`config.mk`:
```
export PLATFORM = sky130hd
export DESIGN_NAME = neighbor_table_with_aging
export DESIGN_NICKNAME = d
export VERILOG_FILES = /design/src/design/ntab_pkg.sv /design/src/design/ntab_mem.sv /design/src/design/ntab_eng.sv /design/src/design/neighbor_table_with_aging.sv
export SDC_FILE = /design/constraint.sdc
export NUM_CORES = 1
export LEC_CHECK = 0
export BUFFER_PORTS_ARGS = -buffer_cell sky130_fd_sc_hd__buf_2
export CAP_MARGIN = 20
export CORE_ASPECT_RATIO = 0.8
export CORE_MARGIN = 1.5
export CORE_UTILIZATION = 62
export CTS_CLUSTER_SIZE = 30
export DETAILED_ROUTE_END_ITERATION = 8
export GPL_TIMING_DRIVEN = 0
export MAX_ROUTING_LAYER = met4
export PLACE_DENSITY_LB_ADDON = 0.1
export SLEW_MARGIN = 0
export SYNTH_ARGS = -nofsm -noshare
export SYNTH_HDL_FRONTEND = slang
export SYNTH_HIERARCHICAL = 1
export SYNTH_SLANG_ARGS = --single-unit
```
`constraint.sdc`:
```
create_clock -name clk -period 5.7 [get_ports clk]
set_input_delay 0.285 -clock clk [delete_from_list [all_inputs] [get_ports clk]]
set_output_delay 0.285 -clock clk [all_outputs]
set_load 0.005 [all_outputs]
```
`src/design/ntab_pkg.sv`:
```
// Shared types and constants of the neighbour table.
package ntab_pkg;

  localparam logic OP_BEACON = 1'b0;
  localparam logic OP_SWEEP  = 1'b1;

  localparam logic [4:0]  MAX_RESULTS   = 5'd16;
  localparam logic [15:0] TIMEOUT_RESET = 16'd10;

  localparam int ADDR_W = 8;
  localparam int TIME_W = 32;
  localparam int WORD_W = ADDR_W + TIME_W;

  typedef enum logic [2:0] {
    ST_REFRESHED = 3'd0,
    ST_INSERTED  = 3'd1,
    ST_FULL      = 3'd2,
    ST_EVICTED   = 3'd3,
    ST_IGNORED   = 3'd4
  } status_t;

  typedef struct packed {
    status_t     status;
    logic [3:0]  slot;
    logic [7:0]  addr;
    logic [4:0]  entry_count;
    logic        last;
  } res_t;

endpackage

```
`src/design/ntab_mem.sv`:
```
// Table memory: one write port, one read port, registered read data.
module ntab_mem #(
  parameter  int DEPTH = 16,
  localparam int AW    = (DEPTH > 1) ? $clog2(DEPTH) : 1
) (
  input  logic                        clk,
  input  logic                        we,
  input  logic [AW-1:0]               waddr,
  input  logic [ntab_pkg::WORD_W-1:0] wdata,
  input  logic                        re,
  input  logic [AW-1:0]               raddr,
  output logic [ntab_pkg::WORD_W-1:0] rdata
);

  logic [ntab_pkg::WORD_W-1:0] mem [DEPTH];

  always_ff @(posedge clk) begin
    if (we) begin
      mem[waddr] <= wdata;
    end
  end

  always_ff @(posedge clk) begin
    if (re) begin
      rdata <= mem[raddr];
    end
  end

endmodule

```
`src/design/ntab_eng.sv`:
```
// Scan engine: walks the table memory for beacons and aging sweeps.
module ntab_eng #(
  parameter  int TABLE_ENTRIES = 16,
  localparam int IW = (TABLE_ENTRIES > 1) ? $clog2(TABLE_ENTRIES) : 1,
  localparam int PW = $clog2(TABLE_ENTRIES + 1)
) (
  input  logic                        clk,
  input  logic                        rst,
  input  logic                        in_valid,
  output logic                        in_ready,
  input  logic                        op,
  input  logic [7:0]                  src_addr,
  input  logic [31:0]                 now_s,
  input  logic [15:0]                 timeout,
  input  logic                        out_free,
  output logic                        push,
  output ntab_pkg::res_t              push_res,
  output logic                        mem_re,
  output logic [IW-1:0]               mem_raddr,
  input  logic [ntab_pkg::WORD_W-1:0] mem_rdata,
  output logic                        mem_we,
  output logic [IW-1:0]               mem_waddr,
  output logic [ntab_pkg::WORD_W-1:0] mem_wdata
);

  typedef enum logic [1:0] {S_IDLE, S_SCAN, S_FIN, S_DRAIN} state_t;

  state_t             state;
  logic               op_q;
  logic [7:0]         src_q;
  logic [31:0]        now_q;
  logic [PW-1:0]      ptr;
  logic               e_vld;
  logic [IW-1:0]      e_idx;
  logic [TABLE_ENTRIES-1:0] vbits;
  logic [PW-1:0]      cnt;
  logic [4:0]         k;
  logic               pend_vld;
  ntab_pkg::res_t     pend;
  logic               match_f;
  logic [IW-1:0]      m_idx;
  logic               free_f;
  logic [IW-1:0]      f_idx;

  logic [7:0]         e_addr;
  logic [31:0]        e_time;
  logic [31:0]        age;
  logic               e_used;
  logic               is_sweep;
  logic               zero_src;
  logic               ptr_end;
  logic               live;
  logic               ev;
  logic               hit;
  logic               stall;
  logic               adv;
  logic               issue;
  logic               end_scan;
  logic [PW-1:0]      cnt_dec;
  logic [PW-1:0]      cnt_inc;
  logic [IW+3:0]      e_slot_x;
  logic [IW+3:0]      m_slot_x;
  logic [IW+3:0]      f_slot_x;
  logic [PW+4:0]      cnt_x;
  logic [PW+4:0]      dec_x;
  logic [PW+4:0]      inc_x;

  assign e_addr   = mem_rdata[ntab_pkg::WORD_W-1:ntab_pkg::TIME_W];
  assign e_time   = mem_rdata[ntab_pkg::TIME_W-1:0];
  assign age      = now_q - e_time;
  assign e_used   = vbits[e_idx];
  assign is_sweep = (op_q == ntab_pkg::OP_SWEEP);
  assign zero_src = (src_q == 8'd0);
  assign ptr_end  = (ptr == PW'(TABLE_ENTRIES));
  assign live     = e_vld && (k < ntab_pkg::MAX_RESULTS);
  assign ev       = is_sweep && live && e_used && (age >= {16'd0, timeout});
  assign hit      = !is_sweep && e_vld && e_used && (e_addr == src_q);
  assign stall    = ev && pend_vld && !out_free;
  assign adv      = (state == S_SCAN) && !stall;
  assign issue    = adv && !ptr_end;
  assign end_scan = (!e_vld && ptr_end) || (is_sweep && (k == ntab_pkg::MAX_RESULTS));
  assign cnt_dec  = cnt - PW'(1);
  assign cnt_inc  = cnt + PW'(1);

  assign e_slot_x = {4'd0, e_idx};
  assign m_slot_x = {4'd0, m_idx};
  assign f_slot_x = {4'd0, f_idx};
  assign cnt_x    = {5'd0, cnt};
  assign dec_x    = {5'd0, cnt_dec};
  assign inc_x    = {5'd0, cnt_inc};

  assign in_ready  = (state == S_IDLE);
  assign mem_re    = issue;
  assign mem_raddr = ptr[IW-1:0];
  assign mem_we    = (state == S_FIN) && out_free && !zero_src && (match_f || free_f);
  assign mem_waddr = match_f ? m_idx : f_idx;
  assign mem_wdata = {src_q, now_q};

  always_comb begin
    push     = 1'b0;
    push_res = pend;
    case (state)
      S_SCAN: begin
        push = ev && pend_vld;
      end
      S_FIN: begin
        push             = 1'b1;
        push_res.last    = 1'b1;
        push_res.addr    = src_q;
        push_res.entry_count = cnt_x[4:0];
        if (zero_src) begin
          push_res.status = ntab_pkg::ST_IGNORED;
          push_res.slot   = 4'd0;
          push_res.addr   = 8'd0;
        end else if (match_f) begin
          push_res.status = ntab_pkg::ST_REFRESHED;
          push_res.slot   = m_slot_x[3:0];
        end else if (free_f) begin
          push_res.status      = ntab_pkg::ST_INSERTED;
          push_res.slot        = f_slot_x[3:0];
          push_res.entry_count = inc_x[4:0];
        end else begin
          push_res.status = ntab_pkg::ST_FULL;
          push_res.slot   = 4'd0;
        end
      end
      S_DRAIN: begin
        push          = pend_vld;
        push_res.last = 1'b1;
      end
      default: begin
        push = 1'b0;
      end
    endcase
  end

  always_ff @(posedge clk) begin
    if (rst) begin
      state    <= S_IDLE;
      vbits    <= '0;
      cnt      <= '0;
      pend_vld <= 1'b0;
      e_vld    <= 1'b0;
      k        <= 5'd0;
      match_f  <= 1'b0;
      free_f   <= 1'b0;
      ptr      <= '0;
    end else begin
      case (state)
        S_IDLE: begin
          if (in_valid) begin
            op_q    <= op;
            src_q   <= src_addr;
            now_q   <= now_s;
            ptr     <= '0;
            e_vld   <= 1'b0;
            k       <= 5'd0;
            match_f <= 1'b0;
            free_f  <= 1'b0;
            if (op == ntab_pkg::OP_BEACON && src_addr == 8'd0) begin
              state <= S_FIN;
            end else begin
              state <= S_SCAN;
            end
          end
        end
        S_SCAN: begin
          if (adv) begin
            e_vld <= issue;
            e_idx <= ptr[IW-1:0];
            if (issue) begin
              ptr <= ptr + PW'(1);
            end
          end
          if (!is_sweep) begin
            if (hit) begin
              match_f <= 1'b1;
              m_idx   <= e_idx;
              state   <= S_FIN;
            end else if (e_vld && !e_used && !free_f) begin
              free_f <= 1'b1;
              f_idx  <= e_idx;
            end
            if (end_scan) begin
              state <= S_FIN;
            end
          end else begin
            if (ev && !stall) begin
              vbits[e_idx]     <= 1'b0;
              cnt              <= cnt_dec;
              k                <= k + 5'd1;
              pend_vld         <= 1'b1;
              pend.status      <= ntab_pkg::ST_EVICTED;
              pend.slot        <= e_slot_x[3:0];
              pend.addr        <= e_addr;
              pend.entry_count <= dec_x[4:0];
              pend.last        <= 1'b0;
            end
            if (end_scan) begin
              state <= S_DRAIN;
            end
          end
        end
        S_FIN: begin
          if (out_free) begin
            if (!zero_src && !match_f && free_f) begin
              vbits[f_idx] <= 1'b1;
              cnt          <= cnt_inc;
            end
            state <= S_IDLE;
          end
        end
        S_DRAIN: begin
          if (!pend_vld) begin
            state <= S_IDLE;
          end else if (out_free) begin
            pend_vld <= 1'b0;
            state    <= S_IDLE;
          end
        end
        default: begin
          state <= S_IDLE;
        end
      endcase
    end
  end

endmodule

```
`src/design/neighbor_table_with_aging.sv`:
```
// Top level of the neighbour address table with aging.
//
// Input channel (in_valid/in_ready): op 0 is a beacon from src_addr at time
// now_s, op 1 is an aging sweep at time now_s. One request is worked at a time.
// A beacon scans the table memory one slot per cycle, stopping at a match,
// and gives one result; a beacon from address 0 gives it without a scan.
// A sweep scans every slot, one per cycle while the scan is not held, and
// stops early once MAX_RESULTS (16) entries are evicted. It gives one result
// per evicted entry, the final one marked by last; a sweep with nothing
// expired gives no result. Its final result is loaded from the drain state
// after the scan, and the next request is taken once the engine is idle.
// Output channel (out_valid/out_ready): a result register; the scan holds
// while a result waits there and a further eviction needs to be sent.
// Configuration channel (cfg_valid/cfg_ready): writes aging_timeout_s; it is
// always ready, but it must be written only while the table is idle; the
// block itself does not enforce this. Reset clears every slot at once
// (per-slot valid flags, no clearing pass) and sets the timeout to 10 seconds.
module neighbor_table_with_aging #(
  parameter int TABLE_ENTRIES = 16
) (
  input  logic        clk,
  input  logic        rst,
  input  logic        in_valid,
  output logic        in_ready,
  input  logic        op,
  input  logic [7:0]  src_addr,
  input  logic [31:0] now_s,
  output logic        out_valid,
  input  logic        out_ready,
  output logic [2:0]  status,
  output logic [3:0]  slot,
  output logic [7:0]  addr,
  output logic [4:0]  entry_count,
  output logic        last,
  input  logic        cfg_valid,
  output logic        cfg_ready,
  input  logic [15:0] aging_timeout_s
);

  localparam int IW = (TABLE_ENTRIES > 1) ? $clog2(TABLE_ENTRIES) : 1;

  logic [15:0]                 timeout;
  logic                        out_free;
  logic                        push;
  ntab_pkg::res_t              push_res;
  ntab_pkg::res_t              res_q;
  logic                        mem_re;
  logic [IW-1:0]               mem_raddr;
  logic [ntab_pkg::WORD_W-1:0] mem_rdata;
  logic                        mem_we;
  logic [IW-1:0]               mem_waddr;
  logic [ntab_pkg::WORD_W-1:0] mem_wdata;

  assign cfg_ready = 1'b1;
  assign out_free  = !out_valid || out_ready;

  always_ff @(posedge clk) begin
    if (rst) begin
      timeout <= ntab_pkg::TIMEOUT_RESET;
    end else if (cfg_valid) begin
      timeout <= aging_timeout_s;
    end
  end

  always_ff @(posedge clk) begin
    if (rst) begin
      out_valid <= 1'b0;
    end else if (out_free) begin
      out_valid <= push;
    end
  end

  always_ff @(posedge clk) begin
    if (push && out_free) begin
      res_q <= push_res;
    end
  end

  assign status      = res_q.status;
  assign slot        = res_q.slot;
  assign addr        = res_q.addr;
  assign entry_count = res_q.entry_count;
  assign last        = res_q.last;

  ntab_mem #(
    .DEPTH(TABLE_ENTRIES)
  ) u_mem (
    .clk  (clk),
    .we   (mem_we),
    .waddr(mem_waddr),
    .wdata(mem_wdata),
    .re   (mem_re),
    .raddr(mem_raddr),
    .rdata(mem_rdata)
  );

  ntab_eng #(
    .TABLE_ENTRIES(TABLE_ENTRIES)
  ) u_eng (
    .clk      (clk),
    .rst      (rst),
    .in_valid (in_valid),
    .in_ready (in_ready),
    .op       (op),
    .src_addr (src_addr),
    .now_s    (now_s),
    .timeout  (timeout),
    .out_free (out_free),
    .push     (push),
    .push_res (push_res),
    .mem_re   (mem_re),
    .mem_raddr(mem_raddr),
    .mem_rdata(mem_rdata),
    .mem_we   (mem_we),
    .mem_waddr(mem_waddr),
    .mem_wdata(mem_wdata)
  );

endmodule

```
==> results.py, run 1 <==
metrics = {
    "sta": {
        "rsz0062_at_grt": "false",
        "worst_pin_slew_ns": 1.10,
        "holdWs_ns": 0.0486,
        "slew_viol_final": 0,
        "setup_ws_ns": 0.331,
        "relSlewSlack_pct": 26.7,
        "hold_viol_final": 0,
        "setup_viol": 0,
        "timing.final.crit_share_pct": 94.2,
        "skew_ns": 0.0236,
        "finalCriticalPeriod_ns": 5.37,
        "clock.fmax_mhz": 186,
    },
    "status": {
        "status": "finished clean",
    },
    "global_routing": {
        "antenna_found_initial": 0,
        "grt_overflow": 0,
        "grt_max_degree": 25,
        "grt_use_total_pct": 30.8,
        "met1_usage_pct": 44.9,
        "gr-usage-met2_pct": 45.7,
        "busiest_layer": "met2",
        "gr-usage-met3_pct": 6.13,
        "grt_pass1_vias": 18800,
        "grt_pass1_wl_um": 120000,
    },
    "cts": {
        "clock_path_buffers": 3,
        "cts_buffers": 77,
        "clockRootBuffer": "clkbuf_16",
        "clock_sinks": 825,
        "clk_pin_slew_ns": 0.06,
        "worstSkewPairLatency_ns": 0.63,
        "cts.htree.levels": 3,
        "tritoncts": "built",
    },
    "setup_path": {
        "critPathMaxStageDelay_ns": 0.53,
        "ff2ff_path_depth": 18,
        "reg2reg_slack_ns": 0.33,
        "crit_top_cell": "a21o_1",
        "timing.rr.end": "u_mem/rdata[23]",
        "cp.required_ns": 6.01,
        "r2r-start": "u_eng/now_q[3]",
        "cp-start-kind": "flop",
        "crit_chain": "ha_1 -> a21o_1 -> a21oi_2 -> a21boi_2 -> nor2_1 -> ha_1 -> a21o_1 -> a21o_1 -> a221o_1 -> o2111ai_1 -> a21o_1 -> nand4_1 -> a2111oi_4 -> nand4_4 -> a21oi_2 -> nor2b_1 -> clkbuf_16 -> buf_12",
        "path_max_fanout": 22,
        "critPathKind": "flop to flop",
        "crit_path_top_delay_cell": "edfxtp_1",
        "endpoint_kind": "flop",
        "crit_arrival_ns": 5.68,
    },
    "yosys": {
        "netlist_top_cells_count": "edfxtp_1, nand2_1, mux4_2",
        "synth_area_mm2": 0.0340,
        "synthCells": 1901,
        "synthArstFlopShare_pct": 0,
        "synth-seq-cells": 825,
        "yosysWarnings": 6,
        "syn_area_per_cell_um2": 17.9,
        "synth-edff-count": 771,
        "synth_top_area_share_pct": 68.1,
        "synth_seq_area_share_pct": 71.3,
        "yosysUniqueCellTypes": 78,
        "synth_ff_type": "edfxtp_1",
        "synth_top_area_cell": "edfxtp_1",
        "ys_top_cells_by_area": "edfxtp_1, mux4_2, mux4_1",
        "post-synth-top-count-cell": "edfxtp_1",
        "syn_nets": 2017,
    },
    "drt": {
        "firstDrtPassIters": 6,
        "ant_nets": 0,
        "viasPerCell": 6.54,
        "drt_iter0_markers": 2213,
        "dr_total_vias": 19200,
        "wirelength_um": 82400,
        "drc_errors": 0,
        "drt-wirelength-per-cell_um": 28.0,
    },
    "run": {
        "maxCapViolCount": 0,
    },
    "floorplan": {
        "die_y_um": 212,
        "start_util_pct": 62.9,
        "fp.dieW_um": 265,
        "die_area_mm2": 0.0562,
        "core_area_mm2": 0.0540,
        "io_pins": 86,
        "rows": 76,
    },
    "worst_hold_path": {
        "min_to": "timeout[2]",
        "min_path_type": "input port to flop",
        "hold_path_depth": 3,
        "worstHoldStart": "cfg_valid",
    },
    "power": {
        "netSwitchingFraction_pct": 22.9,
        "powerDensity_mw_per_mm2": 336,
        "comb_power_share_pct": 10.7,
        "p_sw_uw": 3030,
        "p_seq_share_pct": 51.7,
        "power.total_uw": 13200,
        "power_frac_clock_pct": 37.6,
        "p_int_uw": 10200,
        "vdd_drop_max_mv": 0.279,
        "p_leak_uw": 0.0131,
    },
    "final_layout": {
        "nets": 2294,
        "num_antenna_cells": 0,
        "final-instance-count-excl-fill": 2941,
        "fillers": 3277,
        "drive_above_1_share_pct": 19.7,
        "seq_area_mm2": 0.0242,
        "multi_input_area_mm2": 0.00901,
        "area_growth_pct": 15.5,
        "utilization_pct": 72.6,
    },
    "placed_design": {
        "dp_cells": 2726,
        "place_congestion": 0.947,
        "dpl.hpwl_um": 51900,
        "portBuffers": 83,
        "place_ws_ns": -0.600,
    },
}
[registers in the layout, summed over array words and instances (netlist names), 4 cells and up]
name         flops
u_eng/pend      17
u_eng/src_q      8
u_eng/vbits     16
u_eng/m_idx      4
addr             8
entry_count      5
u_eng/now_q     32
u_eng/k          5
slot             4
u_mem/rdata     40
u_eng/ptr        5
timeout         16
u_eng/cnt        5
u_eng/e_idx      4
u_mem/mem      640
u_eng/f_idx      4
[how the worst max path moves through the flow]
| stage | cells past startpoint | to | from |
|---|---|---|---|
| 6_report | 18 | u_mem/rdata[23] | u_eng/now_q[3] |
| 5_1_grt | 20 | u_mem/rdata[23] | u_eng/now_q[0] |
| 4_1_cts | 19 | u_mem/rdata[23] | u_eng/now_q[0] |
| 3_5_place_dp | 19 | u_mem/rdata[17] | u_eng/now_q[0] |
| 3_3_place_gp | 6 | u_mem/mem[8][13] | u_eng/src_q[7] |
| 2_1_floorplan | 6 | u_mem/mem[0][0] | u_eng/src_q[4] |
[cell families (layout without fill, tap and decap cells)]
group	Yosys count	after routing	synth area share [%]
xor+xnor	38	38	0.979
compound gates	284	284	5.89
fa+ha+maj	54	54	2.01
mux	191	191	12.4
simple gates	339	339	4.77
other cells	1	1	0.0110
flops	825	825	71.3
buf+inv	169	507	2.65
[critical path, delay by kind of cell, from the launching register on]
| family | cells | cell delay (ns) |
|---|---|---|
| and+or+nand+nor | 4 | 0.93 |
| AOI/OAI and AO/OA | 10 | 2.28 |
| adders and majority gates | 2 | 0.75 |
| DFF | 1 | 0.53 |
| buffers and inverters | 2 | 0.50 |
[cell type report]
class / instances / share of cell area, %
tap: 702 / 2.24
timing repair buffer: 198 / 4.51
clock inverter: 43 / 0.896
sequential: 825 / 61.8
multi-input combinational: 907 / 23.0
clock buffer: 97 / 5.29
buffer: 92 / 1.61
inverter: 77 / 0.737
[metrics by stage]
stage	setup TNS, ns	instance area, um2
after detailed placement	-30.27	36000
after global placement	-943.84	35300
final	0	39200
after CTS	0	39100
after global routing	0	39200
after floorplan	0	34000
[cells in the final DEF, fill, tap and decap left out, drive strengths merged, types with 11 or more instances in the layout]
master and n:
nor4 17, a22oi 81, a21o 15, nor2 77
inv 80, xor2 18, mux2i 20, o21ai 44
dlygate4sd3 57, nor3 18, nand3 19, clkbuf 146
edfxtp 771, nor2b 13, clkinv 30, xnor2 20
ha 53, nand4 14, dfxtp 54, buf 184
nand2 135, a21oi 60, and2 13, mux4 165
nand2b 11
[per-layer routing]
layer / up-vias / part of all wire [%]
li1: 8222 / -
met1: 9874 / 43
met2: 1010 / 46
met3: 138 / 9.5
met4: 0 / 1.9
met5: - / 0
[repair_timing]
| item | in CTS | in global routing |
|---|---|---|
| buffers inserted | 3 | 15 |
| gates resized for setup | 2 | 10 |
| cloned | 0 | 0 |
| endpoints found under the hold margin | 57 | 0 |
| endpoints found under the setup margin | 83 | 83 |
| hold buffers | 57 | 0 |
[power by group through the flow]
stage	Combinational, uW	Clock (uW)	Sequential, uW
2_1_floorplan	962	0	6920
3_3_place_gp	1300	0	6960
3_5_place_dp	1320	0	6960
4_1_cts	1370	5030	6830
5_1_grt	1520	5270	6840
6_report	1410	4960	6830
No activity file was read; power rests on OpenSTA's default activity.
==> inputs of run 2 (changes only) <==
- CORE_MARGIN: 1.5 -> 2
- GPL_ROUTABILITY_DRIVEN: default -> 0
==> results.py, run 2 (synthesized netlist as in run 1, its figures left out) <==
metrics = {
    "status": {
        "status": "finished clean",
    },
    "sta": {
        "clock.fmax_mhz": 183,
        "finalCriticalPeriod_ns": 5.47,
        "hold_viol_final": 0,
        "worst_pin_slew_ns": 1.02,
        "setup_viol": 0,
        "skew_ns": 0.0309,
        "timing.final.crit_share_pct": 96.0,
        "slew_viol_final": 0,
        "relSlewSlack_pct": 32.1,
    },
    "floorplan": {
        "die_area_mm2": 0.0567,
        "die_y_um": 213,
        "core_area_mm2": 0.0540,
        "start_util_pct": 62.9,
        "fp.dieW_um": 266,
        "rows": 76,
        "io_pins": 86,
    },
    "power": {
        "powerDensity_mw_per_mm2": 338,
        "p_leak_uw": 0.0132,
        "vdd_drop_max_mv": 0.258,
    },
    "final_layout": {
        "multi_input_area_mm2": 0.00898,
        "area_growth_pct": 15.6,
        "layout_commonest_cell": "edfxtp_1",
        "largest_reg_flops": 640,
        "design_area_mm2": 0.0393,
        "final_cell_mix": "edfxtp_1, nand2_1, mux4_2",
        "final-instance-count-excl-fill": 2943,
        "nets": 2294,
        "drive_above_1_share_pct": 19.9,
        "seq_area_mm2": 0.0242,
        "fillers": 3262,
        "utilization_pct": 72.7,
        "top_register": "u_mem/mem",
        "top_regs": "u_mem/mem x640, u_mem/rdata x40, u_eng/now_q x32",
    },
    "global_routing": {
        "gr-usage-met3_pct": 6.07,
        "met1_usage_pct": 42.4,
        "grt_max_degree": 27,
        "grt_overflow": 0,
        "grt_use_total_pct": 29.1,
        "antenna_found_initial": 0,
        "grt_pass1_vias": 18800,
        "grt_pass1_wl_um": 116000,
        "busiest_layer": "met2",
        "gr-usage-met2_pct": 43.1,
    },
    "cts": {
        "clk_pin_slew_ns": 0.07,
        "clock_path_buffers": 3,
        "clockRootBuffer": "clkbuf_16",
        "clock_sinks": 825,
        "cts_buffers": 78,
        "cts.htree.levels": 3,
        "worstSkewPairLatency_ns": 0.63,
        "tritoncts": "built",
    },
    "run": {
        "maxCapViolCount": 0,
    },
    "drt": {
        "viasPerCell": 6.46,
        "wirelength_um": 78400,
        "drt-wirelength-per-cell_um": 26.6,
        "drc_errors": 0,
        "ant_nets": 0,
        "dr_total_vias": 19000,
        "drt_iter0_markers": 2613,
        "firstDrtPassIters": 8,
    },
    "setup_path": {
        "critPathKind": "flop to flop",
        "endpoint_kind": "flop",
        "path_max_fanout": 26,
        "cp-start-kind": "flop",
        "crit_arrival_ns": 5.78,
        "cp.required_ns": 6.01,
    },
    "placed_design": {
        "postPlaceCellArea_mm2": 0.0360,
        "portBuffers": 83,
        "dpl.hpwl_um": 50600,
        "dp_cells": 2724,
    },
    "worst_hold_path": {
        "min_path_type": "input port to flop",
    },
}
## run 2: layout make-up
class	instances	area share, %
sequential	825	61.7
multi-input combinational	907	22.9
clock buffer	105	5.47
timing repair buffer	197	4.52
tap	702	2.24
buffer	92	1.57
clock inverter	37	0.886
inverter	77	0.736
antenna	1	0.00637
## run 2: power by group
group,switching [uW],total (uW),internal (uW)
Clock,2160,5090,2930
Sequential,99.5,6830,6730
Combinational,750,1380,627
## run 2: worst max-delay path: stages (launching register included)
cell and delay, ns:
edfxtp_1 0.44, inv_1 0.07, ha_1 0.25, fa_1 0.43
nand2b_1 0.21, a21oi_2 0.31, nor2_1 0.17, xnor2_2 0.30
ha_1 0.32, a21o_1 0.17, a221o_1 0.45, o2111ai_1 0.15
a21o_1 0.16, nand4_1 0.14, a2111oi_4 0.31, nand4_4 0.23
a21oi_1 0.26, nor2b_1 0.20, buf_6 0.33, buf_16 0.22
## run 2: timing repair
item | in CTS | in global routing
endpoints found under the hold margin | 56 | 0
pin swaps | 0 | 1
gates resized for setup | 2 | 4
setup buffers | 2 | 18
endpoints found under the setup margin | 82 | 85
gates cloned | 0 | 0
hold buffers | 56 | 0
## run 2: final timing paths
| path | start | end | slack, ns | cells after the start |
|---|---|---|---|---|
| max | u_eng/now_q[0] | u_mem/rdata[11] | 0.23 | 19 |
| min | aging_timeout_s[15] | timeout[15] | 0.04 | 3 |
| max reg2reg | u_eng/now_q[0] | u_mem/rdata[11] | 0.23 | 19 |
| min reg2reg | u_mem/rdata[32] | u_eng/pend[6] | 0.47 | 0 |
## run 2: per-stage QoR
step / hold slack (ns) / TNS (ns) / power (uW) / worst slack, ns
6_report: 0.0360 / 0 / 13300 / 0.227
4_1_cts: 0.00481 / 0 / 13300 / 0.0431
5_1_grt: 0.0318 / -0.978 / 13700 / -0.0620
3_5_place_dp: 0.459 / -22.29 / 8270 / -0.509
2_1_floorplan: 0.384 / 0 / 7880 / 0.611
3_3_place_gp: 0.455 / -804.95 / 8220 / -3.16
## run 2: per-layer routing
layer / vias up / part of all wire (%)
li1: 8232 / -
met1: 9629 / 43
met2: 993 / 46
met3: 149 / 9.4
met4: 0 / 2.2
met5: - / 0
==> inputs of run 3 (changes only) <==
--- a/config.mk
+++ b/config.mk
@@ -8,11 +8,14 @@
 export BUFFER_PORTS_ARGS = -buffer_cell sky130_fd_sc_hd__buf_2
 export CAP_MARGIN = 20
+export CELL_PAD_IN_SITES_DETAIL_PLACEMENT = 1
+export CELL_PAD_IN_SITES_GLOBAL_PLACEMENT = 1
 export CORE_ASPECT_RATIO = 0.8
 export CORE_MARGIN = 2
-export CORE_UTILIZATION = 62
+export CORE_UTILIZATION = 54
 export CTS_CLUSTER_SIZE = 30
 export DETAILED_ROUTE_END_ITERATION = 8
 export GPL_ROUTABILITY_DRIVEN = 0
 export GPL_TIMING_DRIVEN = 0
+export HOLD_SLACK_MARGIN = 0.1
 export MAX_ROUTING_LAYER = met4
 export PLACE_DENSITY_LB_ADDON = 0.1
==> constraint.sdc (replaced) <==
create_clock -name clk -period 5.7 [get_ports clk]
set_input_delay 0.285 -clock clk [delete_from_list [all_inputs] [get_ports clk]]
set_output_delay 0.285 -clock clk [all_outputs]
set_load 0.01 [all_outputs]
==> results.py, run 3 (synthesized netlist as in run 1, its figures left out) <==
metrics = {
    "status": {
        "status": "finished clean",
    },
    "placed_design": {
        "dpl.hpwl_um": 57600,
        "portBuffers": 83,
        "postPlaceCellArea_mm2": 0.0362,
    },
    "setup_path": {
        "crit_arrival_ns": 5.72,
        "reg2reg_slack_ns": 0.30,
        "path_max_fanout": 9,
        "cp-start-kind": "flop",
        "endpoint_kind": "flop",
        "timing.rr.end": "u_mem/rdata[9]",
        "ff2ff_path_depth": 21,
        "crit_chain": "buf_4 -> ha_1 -> nor2b_4 -> o2111ai_2 -> a21boi_2 -> a41o_4 -> xor2_1 -> ha_1 -> a21oi_1 -> nor2b_1 -> o21ai_0 -> o21ai_0 -> nor4_1 -> nand4_1 -> a2111oi_4 -> buf_4 -> nand4_4 -> a21oi_1 -> nor2b_1 -> clkbuf_8 -> buf_4",
        "r2r-start": "u_eng/now_q[1]",
        "cp.required_ns": 6.02,
        "critPathKind": "flop to flop",
        "critPathMaxStageDelay_ns": 0.50,
        "crit_path_top_delay_cell": "edfxtp_1",
        "crit_top_cell": "buf_4",
    },
    "floorplan": {
        "start_util_pct": 54.4,
        "die_area_mm2": 0.0650,
        "fp.dieW_um": 284,
        "core_area_mm2": 0.0625,
        "io_pins": 86,
        "rows": 82,
        "die_y_um": 228,
    },
    "drt": {
        "dr_total_vias": 19200,
        "firstDrtPassIters": 7,
        "ant_nets": 0,
        "drc_errors": 0,
        "drt_iter0_markers": 1519,
        "drt-wirelength-per-cell_um": 28.7,
        "viasPerCell": 6.19,
        "wirelength_um": 88900,
    },
    "sta": {
        "timing.final.crit_share_pct": 94.7,
        "hold_viol_final": 0,
        "relSlewSlack_pct": 28.8,
        "finalCriticalPeriod_ns": 5.40,
        "worst_pin_slew_ns": 1.07,
        "setup_viol": 0,
        "skew_ns": 0.0249,
        "clock.fmax_mhz": 185,
        "slew_viol_final": 0,
    },
    "global_routing": {
        "grt_pass1_vias": 20500,
        "antenna_found_initial": 0,
        "grt_overflow": 0,
        "grt_pass1_wl_um": 132000,
        "grt_use_total_pct": 28.7,
        "grt_max_degree": 26,
    },
    "power": {
        "vdd_drop_max_mv": 0.269,
        "power.total_uw": 13700,
        "powerDensity_mw_per_mm2": 345,
        "p_leak_uw": 0.0132,
    },
    "cts": {
        "tritoncts": "built",
        "worstSkewPairLatency_ns": 0.64,
        "clockRootBuffer": "clkbuf_16",
        "clock_path_buffers": 3,
        "clock_sinks": 825,
        "cts.htree.levels": 3,
        "cts_buffers": 81,
        "clk_pin_slew_ns": 0.07,
    },
    "final_layout": {
        "num_antenna_cells": 0,
        "largest_reg_flops": 640,
        "layout_commonest_cell": "edfxtp_1",
        "area_growth_pct": 16.7,
        "fillers": 5430,
        "nets": 2307,
        "drive_above_1_share_pct": 19.9,
        "final_cell_mix": "edfxtp_1, nand2_1, mux4_2",
        "design_area_mm2": 0.0397,
        "top_register": "u_mem/mem",
        "top_regs": "u_mem/mem x640, u_mem/rdata x40, u_eng/now_q x32",
    },
    "worst_hold_path": {
        "min_path_type": "input port to flop",
        "min_to": "u_eng/free_f",
        "hold_path_depth": 4,
        "worstHoldStart": "in_valid",
    },
    "run": {
        "maxCapViolCount": 0,
    },
}
## run 3: what timing repair did
action,CTS,global route
hold endpoints to repair,58,0
hold buffers,66,0
setup endpoints to repair,83,84
pin swaps,0,1
setup buffers,5,15
gates resized for setup,2,6
## run 3: critical path, delay by kind of cell (launching register included)
family,cells,cell delay (ns)
buffers and inverters,4,0.78
AO/OA/AOI/OAI,8,1.98
AND/OR/NAND/NOR,6,1.09
flip-flops,1,0.50
adder cells (fa/ha/maj),2,0.53
XOR/XNOR,1,0.16
## run 3: power breakdown
group	leakage [uW]	switching (uW)	total, uW	internal, uW
registers	0.00739	103	6830	6730
clock network	0.00129	2300	5410	3110
logic	0.00456	806	1440	638
total	0.0132	3210	13700	10500
## run 3: through the flow
stage          TNS (ns)  hold WS, ns  util, %  std cells  setup WS (ns)
4_1_cts               0        0.104     63.2       3080        0.00628
2_1_floorplan         0        0.384        -       1901          0.611
5_1_grt        -0.00502        0.159     63.5       3095       -0.00173
3_3_place_gp    -921.81        0.461     56.7       2824          -3.51
6_report              0        0.138     63.5       3095          0.300
3_5_place_dp     -28.59        0.463     57.9       2862         -0.569
## run 3: layout make-up
type                            count  area [um2]  area share (%)
Clock inverter                     52         541            1.36
Timing Repair Buffer              207        1840            4.64
Multi-Input combinational cell    907        8990            22.7
Clock buffer                       95        2110            5.32
Buffer                             92         619            1.56
Sequential cell                   825       24200            61.1
Tap cell                          840        1050            2.65
Inverter                           77         289           0.728
## run 3: how the worst max path moves through the flow
| stage | startpoint | endpoint | slack (ns) | depth (start not counted) |
|---|---|---|---|---|
| after global placement | u_eng/src_q[7] | u_mem/mem[0][14] | -3.51 | 6 |
| after CTS | u_eng/now_q[1] | u_mem/rdata[15] | 0.006 | 20 |
| after global routing | u_eng/now_q[0] | u_mem/rdata[9] | -0.002 | 21 |
| after floorplan | u_eng/src_q[4] | u_mem/mem[0][0] | 0.61 | 6 |
| final | u_eng/now_q[1] | u_mem/rdata[9] | 0.30 | 21 |
| after detailed placement | u_eng/now_q[0] | u_mem/rdata[14] | -0.57 | 19 |
## run 3: per-layer routing
layer	part of all wire, %	GRT usage (%)
met5	0	-
met4	2.6	8.22
met3	6.6	4.86
met2	48	45.1
met1	42	39.1
